File: config.mk
export PLATFORM = sky130hd
export DESIGN_NAME = chain_code_path_encoder_top_flat
export DESIGN_NICKNAME = d
export VERILOG_FILES = /design/src/rtl/core/ccpe_pkg.sv /design/src/rtl/core/ccpe_if.sv /design/src/rtl/core/ccpe_step.sv /design/src/rtl/core/ccpe_emit.sv /design/src/rtl/core/chain_code_path_encoder_top.sv /design/src/flat_wrapper.sv
export SDC_FILE = /design/constraint.sdc
export NUM_CORES = 1
export LEC_CHECK = 0
export BUFFER_PORTS_ARGS = -buffer_cell sky130_fd_sc_hd__buf_2
export CORE_UTILIZATION = 50
export DETAILED_ROUTE_END_ITERATION = 12
export PLACE_DENSITY = 0.73
export RECOVER_POWER = 100
export SYNTH_ARGS = -nofsm -noshare
export SYNTH_HDL_FRONTEND = slang
export SYNTH_SLANG_ARGS = --single-unit
File: constraint.sdc
create_clock -name clk -period 4.91 [get_ports clk]
set_input_delay 0.2455 -clock clk [delete_from_list [all_inputs] [get_ports clk]]
set_output_delay 0.2455 -clock clk [all_outputs]
set_load 0.05 [all_outputs]
File: src/rtl/core/ccpe_pkg.sv
// ----------------------------------------------------------------------------
// ccpe_pkg
// Shared types, constants and the direction lookup for the chain code encoder.
// ----------------------------------------------------------------------------
package ccpe_pkg;

  localparam logic [7:0] BIT_PAIR    = 8'h80;
  localparam logic [7:0] BIT_MARK    = 8'h40;
  localparam int         START_BYTES = 8;
  localparam int         BUF_BITS    = START_BYTES * 8;
  localparam int         CNT_W       = $clog2(START_BYTES + 1);

  // delta index: step of -1, 0, +1, or out of range
  localparam logic [1:0] D_NEG = 2'd0;
  localparam logic [1:0] D_ZER = 2'd1;
  localparam logic [1:0] D_POS = 2'd2;
  localparam logic [1:0] D_BAD = 2'd3;

  typedef struct packed {
    logic [BUF_BITS-1:0] data;
    logic [CNT_W-1:0]    len;
    logic                last;
    logic                bad;
  } burst_t;

  function automatic logic [1:0] delta_idx(input logic [31:0] d);
    logic [1:0] r;
    if (d == 32'hFFFF_FFFF) r = D_NEG;
    else if (d == 32'd0)    r = D_ZER;
    else if (d == 32'd1)    r = D_POS;
    else                    r = D_BAD;
    return r;
  endfunction

  // returns {ok, code}
  function automatic logic [3:0] step_lookup(input logic [1:0] ix, input logic [1:0] iy);
    logic [3:0] r;
    case ({ix, iy})
      {D_NEG, D_POS}: r = 4'b1_000;
      {D_ZER, D_POS}: r = 4'b1_001;
      {D_POS, D_POS}: r = 4'b1_010;
      {D_POS, D_ZER}: r = 4'b1_011;
      {D_POS, D_NEG}: r = 4'b1_100;
      {D_ZER, D_NEG}: r = 4'b1_101;
      {D_NEG, D_NEG}: r = 4'b1_110;
      {D_NEG, D_ZER}: r = 4'b1_111;
      default:        r = 4'b0_000;
    endcase
    return r;
  endfunction

endpackage

File: src/rtl/core/ccpe_if.sv
// ----------------------------------------------------------------------------
// ccpe_if
// Valid/ready channels for path points and for the output byte stream.
// ----------------------------------------------------------------------------
interface ccpe_point_if;
  logic               valid;
  logic               ready;
  logic signed [31:0] x_coord;
  logic signed [31:0] y_coord;
  logic               final_point;

  modport source (output valid, x_coord, y_coord, final_point, input ready);
  modport sink   (input valid, x_coord, y_coord, final_point, output ready);
endinterface

interface ccpe_byte_if;
  logic       valid;
  logic       ready;
  logic [7:0] out_byte;
  logic       end_of_path;
  logic       bad_step;

  modport source (output valid, out_byte, end_of_path, bad_step, input ready);
  modport sink   (input valid, out_byte, end_of_path, bad_step, output ready);
endinterface

File: src/rtl/core/ccpe_step.sv
// ----------------------------------------------------------------------------
// ccpe_step
// Input register, path state and step coding; builds at most one byte burst per point.
// ----------------------------------------------------------------------------
module ccpe_step (
  input  logic               clk,
  input  logic               rst,
  ccpe_point_if.sink         pts,
  input  logic               free,
  output logic               load,
  output ccpe_pkg::burst_t   burst
);

  logic        s1_valid;
  logic [31:0] s1_x;
  logic [31:0] s1_y;
  logic        s1_last;

  logic        in_path;
  logic [31:0] prev_x;
  logic [31:0] prev_y;
  logic        half_full;
  logic [2:0]  held_code;
  logic        held_bad;

  logic [3:0]  lut;
  logic [2:0]  code;
  logic        bad;
  logic        take;

  always_comb begin
    lut  = ccpe_pkg::step_lookup(ccpe_pkg::delta_idx(s1_x - prev_x),
                                 ccpe_pkg::delta_idx(s1_y - prev_y));
    code = lut[3] ? lut[2:0] : 3'd0;
    bad  = !lut[3];
  end

  always_comb begin
    burst = '0;
    if (!in_path) begin
      burst.data = {s1_y, s1_x};
      burst.len  = ccpe_pkg::CNT_W'(ccpe_pkg::START_BYTES);
      burst.last = s1_last;
      burst.bad  = 1'b0;
    end else if (half_full) begin
      burst.data[7:0] = ccpe_pkg::BIT_PAIR | ccpe_pkg::BIT_MARK |
                        {2'b00, code, held_code};
      burst.len  = ccpe_pkg::CNT_W'(1);
      burst.last = s1_last;
      burst.bad  = held_bad | bad;
    end else if (s1_last) begin
      burst.data[7:0] = ccpe_pkg::BIT_MARK | {5'b0, code};
      burst.len  = ccpe_pkg::CNT_W'(1);
      burst.last = 1'b1;
      burst.bad  = bad;
    end
  end

  assign take      = s1_valid && (burst.len == '0 || free);
  assign load      = take && burst.len != '0;
  assign pts.ready = !s1_valid || take;

  always_ff @(posedge clk) begin
    if (rst) begin
      s1_valid <= 1'b0;
    end else if (pts.ready) begin
      s1_valid <= pts.valid;
    end
    if (pts.valid && pts.ready) begin
      s1_x    <= pts.x_coord;
      s1_y    <= pts.y_coord;
      s1_last <= pts.final_point;
    end
  end

  always_ff @(posedge clk) begin
    if (rst) begin
      in_path   <= 1'b0;
      prev_x    <= '0;
      prev_y    <= '0;
      half_full <= 1'b0;
      held_code <= '0;
      held_bad  <= 1'b0;
    end else if (take) begin
      prev_x <= s1_x;
      prev_y <= s1_y;
      if (!in_path || half_full || s1_last) begin
        half_full <= 1'b0;
        held_code <= '0;
        held_bad  <= 1'b0;
      end else begin
        half_full <= 1'b1;
        held_code <= code;
        held_bad  <= bad;
      end
      in_path <= !s1_last;
    end
  end

endmodule

File: src/rtl/core/ccpe_emit.sv
// ----------------------------------------------------------------------------
// ccpe_emit
// Result buffer: holds a burst of up to eight bytes and shifts them out.
// ----------------------------------------------------------------------------
module ccpe_emit (
  input  logic             clk,
  input  logic             rst,
  input  logic             load,
  input  ccpe_pkg::burst_t burst,
  output logic             free,
  ccpe_byte_if.source      stream
);

  logic [ccpe_pkg::BUF_BITS-1:0] data;
  logic [ccpe_pkg::CNT_W-1:0]    count;
  logic                          last;
  logic                          bad;
  logic                          pop;

  assign pop  = stream.valid && stream.ready;
  assign free = (count == '0) || (count == ccpe_pkg::CNT_W'(1) && pop);

  assign stream.valid       = count != '0;
  assign stream.out_byte    = data[7:0];
  assign stream.end_of_path = last && count == ccpe_pkg::CNT_W'(1);
  assign stream.bad_step    = bad;

  always_ff @(posedge clk) begin
    if (rst) begin
      count <= '0;
    end else if (load) begin
      count <= burst.len;
    end else if (pop) begin
      count <= count - ccpe_pkg::CNT_W'(1);
    end
    if (load) begin
      data <= burst.data;
      last <= burst.last;
      bad  <= burst.bad;
    end else if (pop) begin
      data <= data >> 8;
    end
  end

  a_load_free: assert property (@(posedge clk) disable iff (rst)
    load |-> (count == '0 || (count == ccpe_pkg::CNT_W'(1) && pop)))
    else $error("burst loaded over pending bytes");

  a_count_max: assert property (@(posedge clk) disable iff (rst)
    count <= ccpe_pkg::CNT_W'(ccpe_pkg::START_BYTES))
    else $error("byte count out of range");

  a_count_dec: assert property (@(posedge clk) disable iff (rst)
    (pop && !load) |=> count == $past(count) - ccpe_pkg::CNT_W'(1))
    else $error("byte count did not step down");

endmodule

File: src/rtl/core/chain_code_path_encoder_top.sv
// Path: a point is registered in the input stage of ccpe_step, and its burst is then
// loaded into the result buffer of ccpe_emit, which offers the first byte.
// Throughput: one point per cycle while each point yields at most one byte and the
// receiver is ready; a start point occupies the result buffer for 8 byte transfers.
// Reset (rst, synchronous): clears the input stage, path state and buffer.
// ----------------------------------------------------------------------------
// chain_code_path_encoder_top
// Eight-direction chain code encoder for a stream of path points.
// ----------------------------------------------------------------------------
module chain_code_path_encoder_top (
  input  logic        clk,
  input  logic        rst,
  ccpe_point_if.sink  pts,
  ccpe_byte_if.source stream
);

  logic             free;
  logic             load;
  ccpe_pkg::burst_t burst;

  ccpe_step u_step (
    .clk   (clk),
    .rst   (rst),
    .pts   (pts),
    .free  (free),
    .load  (load),
    .burst (burst)
  );

  ccpe_emit u_emit (
    .clk    (clk),
    .rst    (rst),
    .load   (load),
    .burst  (burst),
    .free   (free),
    .stream (stream)
  );

endmodule
File: src/flat_wrapper.sv
// flat-port wrapper written by rule: the top's interface ports become plain ports
module chain_code_path_encoder_top_flat 
  (clk, rst, pts_valid, pts_x_coord, pts_y_coord, pts_final_point, pts_ready, stream_valid, stream_out_byte, stream_end_of_path, stream_bad_step, stream_ready);
  ccpe_point_if pts_i ();
  ccpe_byte_if stream_i ();
  input  logic clk;
  input  logic rst;
  input wire logic [$bits(pts_i.valid)-1:0] pts_valid;
  input wire logic [$bits(pts_i.x_coord)-1:0] pts_x_coord;
  input wire logic [$bits(pts_i.y_coord)-1:0] pts_y_coord;
  input wire logic [$bits(pts_i.final_point)-1:0] pts_final_point;
  output wire logic [$bits(pts_i.ready)-1:0] pts_ready;
  output wire logic [$bits(stream_i.valid)-1:0] stream_valid;
  output wire logic [$bits(stream_i.out_byte)-1:0] stream_out_byte;
  output wire logic [$bits(stream_i.end_of_path)-1:0] stream_end_of_path;
  output wire logic [$bits(stream_i.bad_step)-1:0] stream_bad_step;
  input wire logic [$bits(stream_i.ready)-1:0] stream_ready;
  assign pts_i.valid = pts_valid;
  assign pts_i.x_coord = pts_x_coord;
  assign pts_i.y_coord = pts_y_coord;
  assign pts_i.final_point = pts_final_point;
  assign pts_ready = pts_i.ready;
  assign stream_valid = stream_i.valid;
  assign stream_out_byte = stream_i.out_byte;
  assign stream_end_of_path = stream_i.end_of_path;
  assign stream_bad_step = stream_i.bad_step;
  assign stream_i.ready = stream_ready;
  chain_code_path_encoder_top u_core (.clk(clk), .rst(rst), .pts(pts_i), .stream(stream_i));
endmodule
==> results.json, run 1 <==
{
  "yosysMostFrequentCell": "nand2_1",
  "overflow": 0,
  "min_period_over_period_pct": 93.3,
  "hold_end": "u_core.u_step.s1_valid",
  "seq_power_share_pct": 33.5,
  "synth-main-ff-cell": "edfxtp_1",
  "netlist.area_leader.share_pct": 31.2,
  "die_h_um": 161,
  "viasPerCell": 5.94,
  "p_int_mw": 5.00,
  "cts_tree": "built",
  "finalCriticalPeriod_ns": 4.58,
  "placed_cell_area_mm2": 0.0132,
  "io_buffer_count": 80,
  "root_buffer": "clkbuf_16",
  "rsz0062_at_grt": "false",
  "rrSetupSlack_ns": 0.33,
  "clk_latency_ns": 0.53,
  "yosysTopAreaCell": "edfxtp_1",
  "finalSetupViolations": 0,
  "die_w_um": 161,
  "min_path_type": "primary input to flop",
  "ys_seq_elements": 206,
  "final_area_mm2": 0.0146,
  "cts_buffer_depth": 3,
  "grt_pass1_vias": 10700,
  "yosysUniqueCellTypes": 85,
  "worstReg2RegEnd": "u_core.u_emit.data[1]",
  "clockPowerShare_pct": 20.4,
  "reg2reg_depth": 16,
  "numClockSinks": 206,
  "gp_congestion": 0.951,
  "syn-num-nets": 1543,
  "cp_data_required_time_ns": 5.26,
  "hold_start": "pts_valid",
  "dr.pass1.iters": 6,
  "slew_viol_final": 261,
  "hold_viol": 1,
  "critPathArrivalTime_ns": 4.94,
  "rr_startpoint": "u_core.u_step.s1_y[25]",
  "hold_ws_ns": -0.0122,
  "htree_levels": 1,
  "p_total_mw": 8.61,
  "vdd_drop_max_v": 0.000484,
  "violations": "negative hold slack, max-capacitance violations, max-slew violations",
  "crit_path_end_kind": "flop",
  "critPathKind": "flop to flop",
  "cts.clk_slew.worst_paths_ns": 0.06,
  "synth.cell_area_mm2": 0.0126,
  "holdPathStages": 3,
  "route.detailed.drc": 0,
  "antennaDiodeCount": 0,
  "cts_setup_buffers": 0,
  "synthCells": 1404,
  "grt_max_degree": 80,
  "slew_headroom_pct": -21.5,
  "power_density_mw_per_mm2": 589,
  "async_flop_share_pct": 0,
  "syn2layout_area_growth_pct": 15.9,
  "grt_pass1_wl_mm": 56.4,
  "ys_seq_area_share_pct": 43.2,
  "design.portCount": 81,
  "core_mm2": 0.0245,
  "layout-drive-gt1-share_pct": 9.01,
  "final_antenna_net_count": 0,
  "fin_nets": 1653,
  "pwr-share-comb_pct": 46.1,
  "leakage_nw": 5.31,
  "start_util_pct": 51.3,
  "yosys_warnings": 0,
  "swShare_pct": 41.8,
  "clock.fmax_mhz": 218,
  "drv_cap": 5,
  "final_cells": 1856,
  "tns_ns": 0,
  "critPathLaunchType": "flop",
  "power_switching_mw": 3.60,
  "dieArea_mm2": 0.0258,
  "numCtsBuffers": 24,
  "wl_per_cell_um": 19.2,
  "syn_avg_cell_area_um2": 8.97,
  "status": "complete, but fails checks",
  "cp_max_fo": 8,
  "dp_hpwl_mm": 25.5,
  "grt_use_total_pct": 27.4,
  "tightest_slew_ns": 1.82,
  "finClkSkew_ns": 0.0253,
  "wirelength_mm": 35.7,
  "synth_area_leaders": "edfxtp_1 (31%), dfxtp_1 (12%), nand2_1 (6.8%)",
  "num_rows": 57,
  "synth-edff-count": 131,
  "antenna_found_initial": 0,
  "synthTopCellsByCount": "nand2_1 (229), a21oi_1 (140), edfxtp_1 (131), inv_1 (91), dfxtp_1 (75)",
  "dp.cells": 1747,
  "drtIter0Drc": 992,
  "vias": 11000
}
-- flip-flops by register name (all words and copies together) (netlist names) --
| name | cells |
|---|---|
| u_core.u_step.held_code | 3 |
| u_core.u_emit.stream.bad_step | 1 |
| u_core.u_step.s1_valid | 1 |
| u_core.u_step.prev_x | 32 |
| u_core.u_step.s1_last | 1 |
| u_core.u_step.held_bad | 1 |
| u_core.u_emit.data | 64 |
| u_core.u_emit.count | 4 |
| u_core.u_step.in_path | 1 |
| u_core.u_step.s1_y | 32 |
| u_core.u_step.prev_y | 32 |
| u_core.u_step.s1_x | 32 |
| u_core.u_emit.last | 1 |
| u_core.u_step.half_full | 1 |
-- layout make-up --
cell class	instances	area [µm²]
sequential	206	5440
clock inverter	9	73.8
tap	324	405
clock buffer	35	704
inverter	91	342
timing repair buffer	161	1130
multi-input combinational	1030	6500
fill	2172	9930
-- worst max-delay path by stage --
stage                           start                       endpoint  slack, ns  cells after the start
6_report       u_core.u_step.s1_y[25]          u_core.u_emit.data[1]       0.33                     16
5_1_grt         u_core.u_step.s1_y[0]          u_core.u_emit.data[4]       0.05                     19
4_1_cts         u_core.u_step.s1_y[0]  u_core.u_emit.stream.bad_step       0.15                     16
3_5_place_dp    u_core.u_step.s1_y[0]  u_core.u_emit.stream.bad_step       0.20                     16
3_3_place_gp    u_core.u_step.s1_y[0]  u_core.u_emit.stream.bad_step       0.30                     18
2_1_floorplan  u_core.u_emit.count[0]          u_core.u_step.s1_last       0.14                      6
-- stage by stage --
stage / hold slack [ns] / setup WS [ns] / util [%]
3_3_place_gp: 0.422 / 0.296 / 53.9
5_1_grt: 0.00658 / 0.0485 / 59.5
2_1_floorplan: 0.344 / 0.145 / -
6_report: -0.0122 / 0.329 / 59.5
4_1_cts: 0.00787 / 0.150 / 59.7
3_5_place_dp: 0.424 / 0.196 / 53.9
-- routing by layer --
| layer | part of all wire [%] | track usage (%) | vias up |
|---|---|---|---|
| met1 | 43 | 35.1 | 5254 |
| li1 | - | - | 5392 |
| met3 | 4.9 | 3.23 | 70 |
| met5 | 0 | 0.568 | - |
| met4 | 3.1 | 8.83 | 0 |
| met2 | 49 | 48.1 | 310 |
-- cell usage in the layout, fill, tap and decap left out, types with 12 or more instances in the layout --
| master | Yosys | routed |
|---|---|---|
| clkbuf_16 | 0 | 26 |
| a21oi_1 | 140 | 140 |
| clkbuf_1 | 54 | 26 |
| nand3_1 | 25 | 25 |
| dfxtp_1 | 75 | 75 |
| inv_1 | 91 | 91 |
| a21o_1 | 17 | 17 |
| o211ai_1 | 17 | 17 |
| xor2_1 | 22 | 22 |
| or3_1 | 17 | 17 |
| nor4_1 | 21 | 20 |
| buf_2 | 11 | 61 |
| o21a_1 | 12 | 12 |
| a22o_1 | 48 | 48 |
| xnor2_1 | 26 | 26 |
| and3_1 | 20 | 20 |
| ha_1 | 68 | 68 |
| a211oi_1 | 12 | 12 |
| nand4_1 | 30 | 30 |
| nand2_1 | 229 | 231 |
| edfxtp_1 | 131 | 131 |
| nor3_1 | 37 | 37 |
| o21ai_0 | 49 | 52 |
| dlygate4sd3_1 | 0 | 65 |
| nor2_1 | 71 | 71 |
-- power by group through the flow --
stage | Clock [mW] | Sequential [mW] | Combinational (mW)
2_1_floorplan | 0 | 2.79 | 2.94
3_5_place_dp | 0 | 2.89 | 3.90
6_report | 1.76 | 2.88 | 3.97
4_1_cts | 1.78 | 2.86 | 3.97
5_1_grt | 1.85 | 2.93 | 4.35
3_3_place_gp | 0 | 2.89 | 3.88
-- critical path, cell delays in order, from the launching register on --
cell and delay (ns):
edfxtp_1 0.48, ha_1 0.53, nand4_1 0.30, nor2_1 0.43, nor3_1 0.16, or3_1 0.37
nor3_1 0.18, nand4_1 0.12, nor2_1 0.18, nand4_1 0.10, nor4_1 0.51, a41o_1 0.21
inv_1 0.06, ha_1 0.22, o32ai_4 0.20, nand2_1 0.15, o21ai_0 0.18
-- repair_timing --
item / CTS / global route
hold buffers: 65 / 0
endpoints found under the setup margin: 0 / 10
hold endpoints to repair: 65 / 0
gates resized for setup: 0 / 5
-- kinds of logic after synthesis --
group / after synthesis / share of synthesized area (%)
AND/OR/NAND/NOR: 509 / 19.3
XOR/XNOR: 49 / 3.47
adder cells (fa/ha/maj): 70 / 7.07
AO/OA/AOI/OAI: 400 / 21.5
multiplexers: 2 / 0.159
flip-flops: 206 / 43.2
buffers and inverters: 168 / 5.35
No activity file was read; power rests on OpenSTA's default activity.
==> run 2: changes to the inputs <==
Settings changed: CELL_PAD_IN_SITES_DETAIL_PLACEMENT from default to 1, CELL_PAD_IN_SITES_GLOBAL_PLACEMENT from default to 1, CORE_MARGIN from default to 2, CORE_UTILIZATION 50 to 43, PLACE_DENSITY 0.73 to 0.8.
==> run 2 against run 1 <==
The flow finishes with violations (max-capacitance violations, max-slew violations). Critical endpoint is now u_core.u_emit.stream.bad_step. Final area is 0.58% higher. Highest routed layer unchanged. Largest cell class unchanged. Utilization down 8.5 points. Clock skew shrank 0.0036 ns. Largest power group unchanged.
==> results.json, run 2 (same netlist as run 1, synthesis figures left out) <==
{
  "dieArea_mm2": 0.0307,
  "cts.clk_slew.worst_paths_ns": 0.06,
  "num-fill-cells": 3316,
  "overflow": 0,
  "status": "complete, but fails checks",
  "antenna_found_initial": 0,
  "finClkSkew_ns": 0.0216,
  "regMostFlops": "u_core.u_emit.data",
  "final_cells": 1915,
  "cts_tree": "built",
  "slew_viol_final": 237,
  "seq_power_share_pct": 33.1,
  "p_int_mw": 4.96,
  "layout-drive-gt1-share_pct": 9.54,
  "vdd_drop_max_v": 0.000490,
  "drtIter0Drc": 710,
  "mostFrequentLayoutCells": "nand2_1 (229), a21oi_1 (140), edfxtp_1 (131)",
  "critPathArrivalTime_ns": 4.93,
  "leakage_nw": 5.32,
  "cp_max_fo": 8,
  "cp_data_required_time_ns": 5.18,
  "clockPowerShare_pct": 20.2,
  "clock.fmax_mhz": 214,
  "critPathKind": "flop to flop",
  "numClockSinks": 206,
  "clk_latency_ns": 0.53,
  "io_buffer_count": 80,
  "die_h_um": 175,
  "core_mm2": 0.0288,
  "final_common_cell": "nand2_1",
  "route.detailed.drc": 0,
  "swShare_pct": 43.5,
  "grt_use_total_pct": 26.3,
  "wirelength_mm": 40.9,
  "largest_register_ffs": 64,
  "start_util_pct": 43.8,
  "die_w_um": 175,
  "vias": 11300,
  "pwr-share-comb_pct": 46.7,
  "dp.cells": 1806,
  "htree_levels": 1,
  "root_buffer": "clkbuf_16",
  "final_antenna_net_count": 0,
  "fin_nets": 1652,
  "grt_max_degree": 80,
  "wl_per_cell_um": 21.3,
  "design.portCount": 81,
  "numCtsBuffers": 24,
  "slew_headroom_pct": -23.7,
  "viasPerCell": 5.91,
  "hold_viol": 0,
  "p_total_mw": 8.77,
  "min_path_type": "primary input to flop",
  "tightest_slew_ns": 1.86,
  "final_core_utilization_pct": 51.0,
  "min_period_over_period_pct": 95.0,
  "critPathLaunchType": "flop",
  "finalSetupViolations": 0,
  "crit_path_end_kind": "flop",
  "drv_cap": 4,
  "dr.pass1.iters": 5,
  "num_rows": 62,
  "finalCriticalPeriod_ns": 4.66,
  "cts_setup_buffers": 0,
  "power_density_mw_per_mm2": 597,
  "antennaDiodeCount": 0,
  "dp_hpwl_mm": 28.6,
  "grt_pass1_vias": 11900,
  "gp_congestion": 0.908,
  "grt_pass1_wl_mm": 64.6,
  "cts_buffer_depth": 3,
  "power_switching_mw": 3.81,
  "violations": "max-capacitance violations, max-slew violations",
  "syn2layout_area_growth_pct": 16.6
}
## run 2: repair_timing
item	CTS	global route
hold buffers	65	0
endpoints found under the setup margin	0	11
endpoints found under the hold margin	65	0
gates resized for setup	0	5
## run 2: area by class of cell
type	instances	area, µm²	area share [%]
multi-input cells	1030	6530	44.5
flip-flops and latches	206	5440	37.0
repair buffers	160	1130	7.69
clock buffers	28	647	4.41
well taps	384	480	3.27
inverters	91	342	2.33
clock inverters	16	119	0.809
## run 2: power groups by stage
stage,logic (mW),clock network (mW),registers (mW)
finish,4.09,1.77,2.90
global route,4.48,1.86,2.95
detailed placement,4.00,0,2.91
global placement,3.90,0,2.89
floorplan,2.94,0,2.79
CTS,4.07,1.80,2.88
## run 2: routing by layer
| layer | up-vias | track usage (%) | routed length (µm) | share of wire, % |
|---|---|---|---|---|
| li1 | 5376 | - | - | - |
| met1 | 5639 | 32.1 | 17200 | 42 |
| met2 | 223 | 48.5 | 21100 | 52 |
| met3 | 79 | 2.76 | 1250 | 3.0 |
| met4 | 0 | 8.19 | 1300 | 3.2 |
| met5 | - | 0 | 0 | 0 |
## run 2: path summary, 6_finish.rpt
check                                start                       endpoint  slack (ns)  depth (start not counted)
setup / recovery    u_core.u_step.s1_x[12]  u_core.u_emit.stream.bad_step        0.25                         14
hold / removal                   pts_valid         u_core.u_step.s1_valid        0.02                          3
hold reg to reg   u_core.u_step.prev_y[12]       u_core.u_step.prev_y[12]        0.45                          2
setup reg to reg    u_core.u_step.s1_x[12]  u_core.u_emit.stream.bad_step        0.25                         14
## run 2: worst max-delay path: stages, from the launching register on
cell and delay (ns):
edfxtp_1 0.48, ha_1 0.50, nand4_1 0.31, nor2_1 0.22, o21ai_0 0.20, a2111oi_1 0.61
or3_1 0.22, nand2_1 0.07, or3_1 0.32, nor4_1 0.47, buf_4 0.22, nand3_1 0.16
o32ai_4 0.41, nand2b_1 0.10, o2bb2ai_1 0.13
## run 2: per-stage QoR
stage / setup slack, ns / hold slack (ns) / setup TNS, ns / instance area, µm²
finish: 0.247 / 0.0174 / 0 / 14700
CTS: 0.190 / 0.0342 / 0 / 14700
detailed placement: 0.226 / 0.424 / 0 / 13300
floorplan: 0.145 / 0.344 / 0 / 12600
global route: -0.0401 / 0.0148 / -0.211 / 14700
global placement: 0.326 / 0.423 / 0 / 13300
==> run 3: changes to the inputs <==
Settings changed: BUFFER_PORTS_ARGS -buffer_cell sky130_fd_sc_hd__buf_2 to -buffer_cell sky130_fd_sc_hd__buf_4, HOLD_SLACK_MARGIN from default to 0.05.
==> run 3 against run 2 <==
The run still ends with max-capacitance violations, max-slew violations left. Flip-flop and latch count is the same. First-iteration DRC count grew 21%. Maximum frequency grew 0.78%. Final area increased by 1.5%. Hold slack improved by 0.022 ns. Clock power rose by 3%. Non-clock buffer count increased by 2. Cell count unchanged. Critical path depth grew 4. Register-to-register slack improved by 0.04 ns. Global-route usage is 0.67 points higher. Highest routed layer unchanged.
==> results.json, run 3 (same netlist as run 1, synthesis figures left out) <==
{
  "seq_power_share_pct": 32.7,
  "grt_pass1_vias": 12000,
  "drv_cap": 4,
  "clk_latency_ns": 0.53,
  "vias": 11400,
  "finalCriticalPeriod_ns": 4.63,
  "critPathKind": "flop to flop",
  "viasPerCell": 5.94,
  "largest_register_ffs": 64,
  "die_w_um": 175,
  "regMostFlops": "u_core.u_emit.data",
  "num_rows": 62,
  "hold_viol": 0,
  "final_common_cell": "nand2_1",
  "leakage_nw": 5.38,
  "die_h_um": 175,
  "crit_slowest_cell": "or4b_2",
  "cpPeakStageDelay_ns": 0.66,
  "finalSetupViolations": 0,
  "clockPowerShare_pct": 20.6,
  "slew_headroom_pct": -22.2,
  "holdPathStages": 3,
  "hold_start": "pts_valid",
  "antennaDiodeCount": 0,
  "rrSetupSlack_ns": 0.28,
  "tns_ns": 0,
  "numCtsBuffers": 23,
  "dieArea_mm2": 0.0307,
  "rsz0062_at_grt": "false",
  "route.met3.wl_mm": 1.14,
  "swShare_pct": 43.1,
  "p_int_mw": 5.07,
  "status": "complete, but fails checks",
  "slew_viol_final": 183,
  "min_path_type": "primary input to flop",
  "core_mm2": 0.0288,
  "mostFrequentLayoutCells": "nand2_1 (229), a21oi_1 (140), edfxtp_1 (131)",
  "root_buffer": "clkbuf_16",
  "start_util_pct": 43.8,
  "rr_startpoint": "u_core.u_step.s1_y[0]",
  "finClkSkew_ns": 0.0134,
  "fin_nets": 1653,
  "clock.fmax_mhz": 216,
  "wirelength_mm": 41.5,
  "vdd_drop_max_v": 0.000370,
  "grt_max_degree": 80,
  "layout-drive-gt1-share_pct": 9.60,
  "numClockSinks": 206,
  "reg2reg_depth": 18,
  "cts_tree": "built",
  "top_layer": "met4",
  "crit_path_end_kind": "flop",
  "wl_met1_mm": 17.4,
  "grt_use_total_pct": 27.0,
  "pwr-share-comb_pct": 46.7,
  "final_cells": 1915,
  "route.detailed.drc": 0,
  "drtIter0Drc": 859,
  "design.portCount": 81,
  "hold_ws_ns": 0.0392,
  "critPathLaunchType": "flop",
  "io_buffer_count": 80,
  "antenna_found_initial": 0,
  "met2WireLength_mm": 21.5,
  "cts_buffer_depth": 3,
  "critPathArrivalTime_ns": 5.00,
  "violations": "max-capacitance violations, max-slew violations",
  "worstReg2RegEnd": "u_core.u_emit.data[0]",
  "power_density_mw_per_mm2": 597,
  "grt_pass1_wl_mm": 66.1,
  "dr.pass1.iters": 5,
  "cts.clk_slew.worst_paths_ns": 0.06,
  "min_period_over_period_pct": 94.2,
  "tightest_slew_ns": 1.83,
  "cp_data_required_time_ns": 5.29,
  "htree_levels": 1,
  "dp.cells": 1807,
  "wl_per_cell_um": 21.7,
  "syn2layout_area_growth_pct": 18.4,
  "cp_max_fo": 6,
  "dp_hpwl_mm": 29.2,
  "power_switching_mw": 3.83,
  "final_antenna_net_count": 0,
  "gp_congestion": 0.917,
  "hold_end": "u_core.u_step.s1_valid",
  "overflow": 0,
  "critical_path.cell_chain": "inv_1 > ha_1 > fa_1 > nor2b_2 > o31a_1 > nor2_1 > xnor2_1 > or4b_2 > nor3_1 > nand2_1 > or4_1 > nor4_4 > a41o_1 > inv_1 > ha_1 > o32ai_4 > o21ai_1 > a21oi_1"
}
-- run 3: worst max-delay path: cells and delay by family (launching register included) --
kind	cells	cell delay [ns]
fa+ha+maj	3	0.85
xor+xnor	1	0.14
buf+inv	2	0.15
compound gates	5	1.00
simple gates	7	1.94
flops	1	0.39
-- run 3: area by class of cell --
| type | instances | area (µm²) |
|---|---|---|
| sequential | 206 | 5440 |
| timing repair buffer | 162 | 1330 |
| clock buffer | 28 | 604 |
| clock inverter | 14 | 178 |
| fill | 3295 | 13900 |
| inverter | 91 | 342 |
| tap | 384 | 480 |
| multi-input combinational | 1030 | 6540 |
-- run 3: worst max path at each step --
stage | slack (ns) | startpoint | end | cells past startpoint
finish | 0.28 | u_core.u_step.s1_y[0] | u_core.u_emit.data[0] | 18
global route | 0.00008 | u_core.u_step.s1_y[0] | u_core.u_emit.data[0] | 18
CTS | 0.08 | u_core.u_step.s1_y[0] | u_core.u_emit.stream.bad_step | 16
detailed placement | 0.1 | u_core.u_step.s1_y[0] | u_core.u_emit.stream.bad_step | 16
global placement | 0.25 | u_core.u_step.s1_y[0] | u_core.u_emit.stream.bad_step | 16
floorplan | 0.14 | u_core.u_emit.count[0] | u_core.u_step.s1_last | 6
-- run 3: power groups by stage --
stage | Sequential (mW) | Clock (mW) | Combinational (mW)
2_1_floorplan | 2.79 | 0 | 2.94
3_3_place_gp | 2.90 | 0 | 3.98
3_5_place_dp | 2.92 | 0 | 4.09
4_1_cts | 2.90 | 1.86 | 4.16
5_1_grt | 2.96 | 1.92 | 4.54
6_report | 2.91 | 1.83 | 4.16
-- run 3: what timing repair did --
action / 4_1_cts / 5_1_grt
gates resized for setup: 0 / 10
hold buffers: 65 / 0
endpoints found under the hold margin: 65 / 0
buffers inserted: 0 / 1
endpoints found under the setup margin: 0 / 11
-- run 3: per-stage QoR --
| step | area [µm²] | power [mW] | worst slack, ns | util [%] |
|---|---|---|---|---|
| floorplan | 12600 | 5.73 | 0.145 | - |
| global placement | 13500 | 6.88 | 0.253 | 47.0 |
| detailed placement | 13500 | 7.01 | 0.0991 | 47.0 |
| CTS | 15000 | 8.91 | 0.0773 | 52.0 |
| global route | 14900 | 9.42 | 0.0000790 | 51.8 |
| finish | 14900 | 8.90 | 0.283 | 51.8 |
-- run 3: routing by layer --
layer	up-vias	global-route usage (%)
met5	-	0
met2	230	50.2
met3	65	2.42
met4	0	8.78
li1	5378	-
met1	5693	32.6
